**config.mk**
```make
export PLATFORM = sky130hd
export DESIGN_NAME = fvn_divider
export DESIGN_NICKNAME = d
export VERILOG_FILES = /design/src/rtl/fractal_value_noise_top_defines.svh /design/src/rtl/fvn_pkg.sv /design/src/rtl/fvn_divider.sv
export SDC_FILE = /design/constraint.sdc
export NUM_CORES = 1
export LEC_CHECK = 0
export ABC_AREA = 1
export BUFFER_PORTS_ARGS = -buffer_cell sky130_fd_sc_hd__buf_2
export CAP_MARGIN = 20
export CORE_MARGIN = 2
export CORE_UTILIZATION = 60
export DETAILED_ROUTE_END_ITERATION = 7
export PLACE_DENSITY = 0.94
export SYNTH_ARGS = -nofsm -noshare
export SYNTH_HDL_FRONTEND = slang
export SYNTH_SLANG_ARGS = --single-unit
export TNS_END_PERCENT = 10
```
**constraint.sdc**
```tcl
create_clock -name clk -period 9.3 [get_ports clk]
set_clock_uncertainty 0.05 [all_clocks]
set_input_delay 1.395 -clock clk [delete_from_list [all_inputs] [get_ports clk]]
set_output_delay 1.395 -clock clk [all_outputs]
set_load 0.02 [all_outputs]
```
**src/rtl/fractal_value_noise_top_defines.svh**
```systemverilog
// Assertion macros shared by the noise block.
`ifndef FRACTAL_VALUE_NOISE_TOP_DEFINES_SVH
`define FRACTAL_VALUE_NOISE_TOP_DEFINES_SVH

// Assert that a condition implies a consequence in the same cycle.
`define FVN_ASSERT_IMPL(label, clk, rst, cond, cons, msg) \
  label: assert property (@(posedge clk) disable iff (rst) (cond) |-> (cons)) \
    else $error(msg);

// Assert that a condition implies a consequence in the next cycle.
`define FVN_ASSERT_NEXT(label, clk, rst, cond, cons, msg) \
  label: assert property (@(posedge clk) disable iff (rst) (cond) |=> (cons)) \
    else $error(msg);

`endif

```
**src/rtl/fvn_pkg.sv**
```systemverilog
package fvn_pkg;

  localparam int MaxSide = 64;
  localparam int MaxOctaves = 8;
  localparam int CoordW = $clog2(MaxSide);
  localparam int AddrW = 2 * CoordW;
  localparam int SideW = CoordW + 1;
  localparam int OctW = 4;
  localparam int KW = $clog2(MaxOctaves);

  localparam logic [1:0] CfgWidth = 2'd0;
  localparam logic [1:0] CfgHeight = 2'd1;
  localparam logic [1:0] CfgOctaves = 2'd2;

  localparam logic ActLoad = 1'b0;
  localparam logic ActQuery = 1'b1;

  // Sum width: octave value < 2^(8+2K), shifted by up to n-1 more bits, n terms.
  localparam int SumW = 8 + 3 * MaxOctaves + 2;
  // Numerator of the final division carries the extra factor of 256.
  localparam int NumW = SumW + 8;
  localparam int DenW = 2 * MaxOctaves;
  localparam int QCntW = $clog2(NumW + 1);

  typedef struct packed {
    logic        action;
    logic [5:0]  pos_x;
    logic [5:0]  pos_y;
    logic [7:0]  base_sample;
  } in_item_t;

  typedef struct packed {
    logic [15:0] noise_value;
    logic        range_error;
  } out_item_t;

  typedef struct packed {
    logic [1:0] index;
    logic [6:0] data;
  } cfg_item_t;

  // Control between the sequencer and the divider.
  typedef struct packed {
    logic            start;
    logic [NumW-1:0] num;
    logic [DenW-1:0] den;
  } div_req_t;

  typedef struct packed {
    logic        done;
    logic [15:0] quot;
  } div_rsp_t;

endpackage

```
**src/rtl/fvn_divider.sv**
```systemverilog
module fvn_divider (
  input  logic             clk,
  input  logic             rst,
  input  fvn_pkg::div_req_t req,
  output fvn_pkg::div_rsp_t rsp
);
  import fvn_pkg::*;

  logic             busy;
  logic             done;
  logic [QCntW-1:0] count;
  logic [NumW-1:0]  num;
  logic [DenW-1:0]  den;
  logic [DenW:0]    rem;
  logic [NumW-1:0]  quot;
  logic [DenW:0]    trial;
  logic [DenW:0]    rem_shift;

  // Restoring division, one quotient bit per cycle.
  always_comb begin
    rem_shift = {rem[DenW-1:0], num[NumW-1]};
    trial = rem_shift - {1'b0, den};
  end

  always_ff @(posedge clk) begin
    if (rst) begin
      busy <= 1'b0;
      done <= 1'b0;
    end else begin
      done <= 1'b0;
      if (req.start) begin
        busy <= 1'b1;
        count <= QCntW'(NumW);
        num <= req.num;
        den <= req.den;
        rem <= '0;
        quot <= '0;
      end else if (busy) begin
        num <= {num[NumW-2:0], 1'b0};
        if (!trial[DenW]) begin
          rem <= trial;
          quot <= {quot[NumW-2:0], 1'b1};
        end else begin
          rem <= rem_shift;
          quot <= {quot[NumW-2:0], 1'b0};
        end
        count <= count - 1'b1;
        if (count == QCntW'(1)) begin
          busy <= 1'b0;
          done <= 1'b1;
        end
      end
    end
  end

  assign rsp.done = done;
  assign rsp.quot = quot[15:0];

endmodule

```
**Yosys cells after proc, flatten, opt, wreduce, memory -nomap -nowiden**

Index checks and enable logic that the tools add are counted.

- Add/sub/neg operators: 2
- Reduce and logical (&&, ||, !) cells: 4
- Bitwise operators: 2
- Mux-type cells: 11
- Equality and inequality tests: 1

Operators by type and width:

| cell | count |
|---|---|
| $mux W42 | 2 |
| $mux W16 | 3 |
| $sub A17 B16 Y17 | 1 |
| $eq A6 B1 Y1 const B | 1 |
| $mux W6 | 1 |
| $sub A6 B1 Y6 const B | 1 |
| $mux W1 | 5 |
| $reduce_and A2 Y1 | 2 |
| $reduce_or A3 Y1 | 1 |
| $not A1 Y1 | 2 |
| $reduce_bool A2 Y1 | 1 |

- Output and inout port bits: 17
- Logic and storage cells: 27
- Input bits: 61
- Bits in registers: 98

**Longest topological paths before layout**

Gate-level depths: netlist (run 1).

- Depth after elaboration: 4
- Depth in mapped cells: 16
- Depth with buffers taken out: 15

**Worst setup path after synthesis (run 1)**

No wires, ideal clock.

- Kind: input -> register
- From: input req[58] (netlist name)
- To: register count[0] (enable)
- Library setup time: 0.547 ns
- Path buffers: 1
- Stages: 3
- Required time: 8.703 ns
- Data arrival time: 5.646 ns
- Slack: 3.057 ns
- Cell sequence: clkbuf_1 -> inv_2 -> a21oi_1

- Longest elaborated chain between the ends: 2

RTL lines:

| element | line | source |
|---|---|---|
| start, declared | fvn_divider.sv:4 | `input fvn_pkg::div_req_t req,` |
| $reduce_bool A2 Y1 (no source line) | - |  |
| $reduce_and A2 Y1 (no source line) | - |  |
| end signal, assigned | fvn_divider.sv:33 | `count <= QCntW'(NumW);` |
| end signal, assigned | fvn_divider.sv:47 | `count <= count - 1'b1;` |
| end, declared | fvn_divider.sv:11 | `logic [QCntW-1:0] count;` |

Every way passes these cells.
A chain may end at the register's enable or synchronous reset.

**Final worst setup path (run 1)**

- From: input req[58] (netlist name)
- To: register quot[2] (enable)

- Longest elaborated chain between the ends: 2

RTL lines:

| element | line | source |
|---|---|---|
| $reduce_bool A2 Y1 (no source line) | - |  |
| $reduce_and A2 Y1 (no source line) | - |  |
| end signal, assigned | fvn_divider.sv:42 | `quot <= {quot[NumW-2:0], 1'b1};` |
| end signal, assigned | fvn_divider.sv:45 | `quot <= {quot[NumW-2:0], 1'b0};` |
| end, declared | fvn_divider.sv:15 | `logic [NumW-1:0] quot;` |

Every way passes these cells.

==> impl_metrics.ini, run 1 <==
[setup_path]
required_ns = 9.25
path_max_fanout = 63
worst-r2r-setup-slack_ns = 6.81
cp-start-kind = input port
arrival_ns = 4.52
crit_type = input port to flop
endpoint_kind = flop

[layout]
layout_commonest_cell = nand2_1
final_core_util_pct = 70.02
area_growth_pct = 12.41
final_cell_mix = nand2_1 (241), edfxtp_1 (96), inv_1 (84), buf_2 (77), nor2_1 (54)
layout-drive-gt1-share_pct = 17.74
final_cells = 770
diodes = 0
nNetsFinal = 740

[cts]
path_clk_slew_ns = 0.11
clk_latency_ns = 0.37
cts_resized = 0
clockRootBuffer = clkbuf_8
numCtsBuffers = 9
htree_levels = 3
clock-sinks = 98
cts_hold_buf = 0
cts_tree = done
cts_setup_buffers = 0
cts_buffer_depth = 2

[sta]
max-slew-margin-rel_pct = 30.53
max_freq_ghz = 0.2188
rsz0062_at_grt = false
tns_ns = 0
worst-slew-pin-transition_ns = 1.042
period_needed_ns = 4.570
final-hold-violation-count = 0
drv_slew = 0
setup-violations-final = 0
timing.final.crit_share_pct = 49.14

[global_route]
grt_pass1_wl_um = 16600
grt_max_degree = 64
globalRoute.totalOverflow = 0
grt.total_usage_pct = 23.56
grt_antenna_before_repair = 0
grt_pass1_vias = 3771

[synthesis]
yosys.area_share.simple_pct = 27.61
ys_seq_area_share_pct = 56.82
synth_top_family_by_area = simple AND/OR/NAND/NOR gates
ys_top_cells_by_area = edfxtp_1 (56%), nand2_1 (18%), inv_1 (6.1%)
synth.top_cell.area_share_pct = 56.04
synth.largest_area_cell = edfxtp_1
synth-adder-area-share_pct = 4.768
synth_seq_cells = 98
synthCells = 586
synth_cell_types = 35
synth_xor_area_share_pct = 1.192
synth_compound_area_share_pct = 1.581
synth.area.mux_share_pct = 0
synth_area_mm2 = 0.005144
synth_warnings = 0
avgSynthCellArea_um2 = 8.778
synth_nets = 666

[routing]
drt_iter0_drc = 317
drcViolationCount = 0
first_pass_iters = 5
wl_per_cell_um = 13.22
vias = 3894
wl_met3_um = 646
vias_per_cell = 5.057
top_layer = met4
m1WireLength_um = 4307
met2_length_um = 5108
wl_um = 10180
ant_nets = 0

[power]
power_per_cell_area_mw_per_mm2 = 176.4
power.leakage_nw = 2.867
ir_drop_uv = 106.0

[die]
die_y_um = 96.59
core_mm2 = 0.008258
io_pins = 78
initial_core_util_pct = 62.29
rows = 33
die_w_um = 96.59
die-area_mm2 = 0.009330

[placed_design]
finalWeightedCongestion = 0.8301
io_buffers = 77
place_inst = 754
dp_hpwl_um = 7095

[min_path]
min_path_type = flop to flop

[job]
cap_violations = 0

[outcome]
status = completed
-- critical path, stage by stage --
cell     delay [ns]
buf_2          0.78
inv_2          0.69
a21oi_4        0.95
buf_4          0.66
-- Yosys cell counts, drive strengths merged --
library cell / n
nor3: 2
and2: 2
nor2: 61
a21oi: 11
o21a: 1
fa: 1
nand3: 15
edfxtp: 96
nand3b: 5
or3: 1
and3: 1
xor2: 6
ha: 18
nand4: 4
dfxtp: 2
xnor2: 1
nand2: 251
o21ai: 3
inv: 86
clkbuf: 10
buf: 6
nor4: 1
or2: 2
-- registers in the layout, summed over array words and instances, names as in the netlist --
signal,count
done,1
quot,16
rem,16
busy,1
num,42
den,16
count,6
-- report_power, final --
group          switching [W]  internal, W  total, W
registers          0.0000139     0.000526  0.000540
logic               0.000136    0.0000732  0.000209
clock network       0.000168     0.000103  0.000271
-- worst paths after layout --
check	to	depth (start not counted)	startpoint
worst max-delay path	quot[2]	4	req[58]
worst min-delay path	num[35]	2	num[34]
worst max register to register	rem[3]	15	num[41]
worst min register to register	num[35]	2	num[34]
-- per-layer routing --
metal,GRT usage (%),up-vias
li1,-,1982
met1,29.24,1762
met2,41.26,138
met3,5.431,12
met4,6.925,0
met5,0,-
-- final cells by class --
type / instances / area [µm²]
Fill cell: 620 / 2476
Timing Repair Buffer: 79 / 400.4
Sequential cell: 98 / 2923
Clock inverter: 7 / 61.31
Clock buffer: 9 / 123.9
Inverter: 86 / 322.8
Multi-Input combinational cell: 386 / 1819
Tap cell: 105 / 131.4
-- logic make-up after synthesis --
kind of cell	after synthesis
simple gates	345
buf+inv	102
flops	98
fa+ha+maj	19
compound gates	15
xor+xnor	7
-- per-stage QoR --
stage,area [µm²],total power [W],setup WS (ns),hold slack [ns]
after floorplan,5144,0.0007083,3.057,0.3718
after global placement,5597,0.0007448,4.500,0.4464
after detailed placement,5597,0.0007559,4.347,0.4540
after CTS,5782,0.001021,4.733,0.4707
after global routing,5782,0.001071,4.394,0.4752
final,5782,0.001020,4.730,0.4618
(Power assumes the default switching activity.)
==> inputs of run 2 (changes only) <==
CORE_UTILIZATION = 52   (was 60)
PLACE_DENSITY = 0.88   (was 0.94)
clock period = 3.7 ns   (was 9.3 ns; I/O delays follow)
==> run 2 against run 1 <==
  * Design area up 0.63%
  * Sequential share of layout area down 0.32 points
  * Worst setup slack worse by 3.4 ns
  * Power up 140%
  * Flip-flop and latch count unchanged
  * Worst hold slack worse by 0.15 ns
  * Clock power up 120%
==> impl_metrics.ini, run 2 (same netlist as run 1, synthesis figures left out) <==
[outcome]
status = completed

[routing]
drcViolationCount = 0
vias_per_cell = 4.820
first_pass_iters = 4
drt_iter0_drc = 201
wl_per_cell_um = 12.46
wl_um = 9967
ant_nets = 0
vias = 3856

[cts]
clock-sinks = 98
cts_tree = done
clockRootBuffer = clkbuf_8
htree_levels = 3
cts_resized = 0
cts_buffer_depth = 2
path_clk_slew_ns = 0.09
cts_hold_buf = 0
numCtsBuffers = 9
clk_latency_ns = 0.36
cts_setup_buffers = 0

[die]
io_pins = 78
die-area_mm2 = 0.01070
core_mm2 = 0.009684
rows = 36
die_y_um = 103.5
initial_core_util_pct = 53.11
die_w_um = 103.5

[setup_path]
reg2reg_depth = 15
worst-r2r-setup-slack_ns = 1.33
crit_type = flop to flop
arrival_ns = 2.45
path_max_fanout = 12
reg2reg_to = rem[7]
timing.rr.start = num[41]
cp-start-kind = flop
endpoint_kind = flop
required_ns = 3.78

[sta]
tns_ns = 0
holdWs_ns = 0.3130
period_needed_ns = 2.366
drv_slew = 0
max_freq_ghz = 0.4226
worst-slew-pin-transition_ns = 0.6713
timing.final.crit_share_pct = 63.95
setup-violations-final = 0
max-slew-margin-rel_pct = 55.24
final-hold-violation-count = 0
rsz0062_at_grt = false

[min_path]
min_path_type = input port to flop
whs_path_depth = 1
hold_end = den[13]
hold_path_startpoint = req[13]

[layout]
largest_reg_flops = 42
final_cell_mix = nand2_1 (241), edfxtp_1 (96), inv_1 (84), buf_2 (77), nor2_1 (54)
diodes = 0
nNetsFinal = 743
layout-drive-gt1-share_pct = 17.69
top_register = num
area_growth_pct = 13.11
layout_commonest_cell = nand2_1
final_core_util_pct = 60.08
n_fill_cell = 820

[power]
power.leakage_nw = 2.865
ir_drop_uv = 211.2
p_total_w = 0.002493
power_per_cell_area_mw_per_mm2 = 428.4

[placed_design]
io_buffers = 77
finalWeightedCongestion = 0.8796
dp_hpwl_um = 7290

[job]
cap_violations = 0

[global_route]
grt.total_usage_pct = 20.01
grt_pass1_wl_um = 16640
globalRoute.totalOverflow = 0
grt_antenna_before_repair = 0
grt_pass1_vias = 3829
grt_max_degree = 63
==> run 2: cell types whose count changed in the layout (fill, tap and decap cells not counted), sizes merged <==
cell and change:
buf +3, inv -1, clkinv -1, clkinvlp +1
==> run 2: layout make-up <==
type	instances	area, µm²	area share, %
well taps	133	166.4	2.860
flip-flops and latches	98	2923	50.24
repair buffers	82	422.9	7.269
inverters	86	322.8	5.548
multi-input cells	386	1819	31.27
clock buffers	9	123.9	2.129
clock inverters	6	40.04	0.6882
==> run 2: critical path, cell delays in order, from the launching register on <==
cell	delay, ns
edfxtp_1	0.37
inv_1	0.06
ha_1	0.22
fa_1	0.41
inv_1	0.07
nand2_1	0.04
nand2_1	0.13
nand3_2	0.08
nand2_2	0.09
nand2_2	0.07
nand2_2	0.07
nand2_1	0.08
nand2_2	0.19
nand2_1	0.09
nand2_1	0.07
nor2_1	0.04
==> run 2: metal layers <==
metal	global-route usage, %	vias to the layer above	wire (µm)
met3	4.637	20	571
met1	26.07	1750	4275
met5	0	-	0
li1	-	1982	-
met4	6.680	0	210
met2	33.20	104	4910
==> run 2: how the worst max path moves through the flow <==
stage,start,to,slack [ns],cells after the start
floorplan,req[58],count[0],0.93,3
global route,num[41],rem[7],1.14,15
CTS,num[41],rem[3],1.34,15
finish,num[41],rem[7],1.33,15
global placement,num[41],rem[7],1.48,15
detailed placement,num[41],rem[3],1.35,15
==> run 2: power by group <==
part	switching (W)	internal, W	leakage, nW
Clock	0.000369	0.000241	0.0772
Sequential	0.0000340	0.00132	0.939
Combinational	0.000342	0.000185	1.85
==> run 2: per-stage QoR <==
| stage | instance area (µm²) | instances | worst slack (ns) |
|---|---|---|---|
| after detailed placement | 5654 | 785 | 1.354 |
| after floorplan | 5155 | 586 | 0.9252 |
| after global routing | 5818 | 800 | 1.138 |
| after global placement | 5654 | 785 | 1.477 |
| final | 5818 | 800 | 1.334 |
| after CTS | 5818 | 800 | 1.335 |
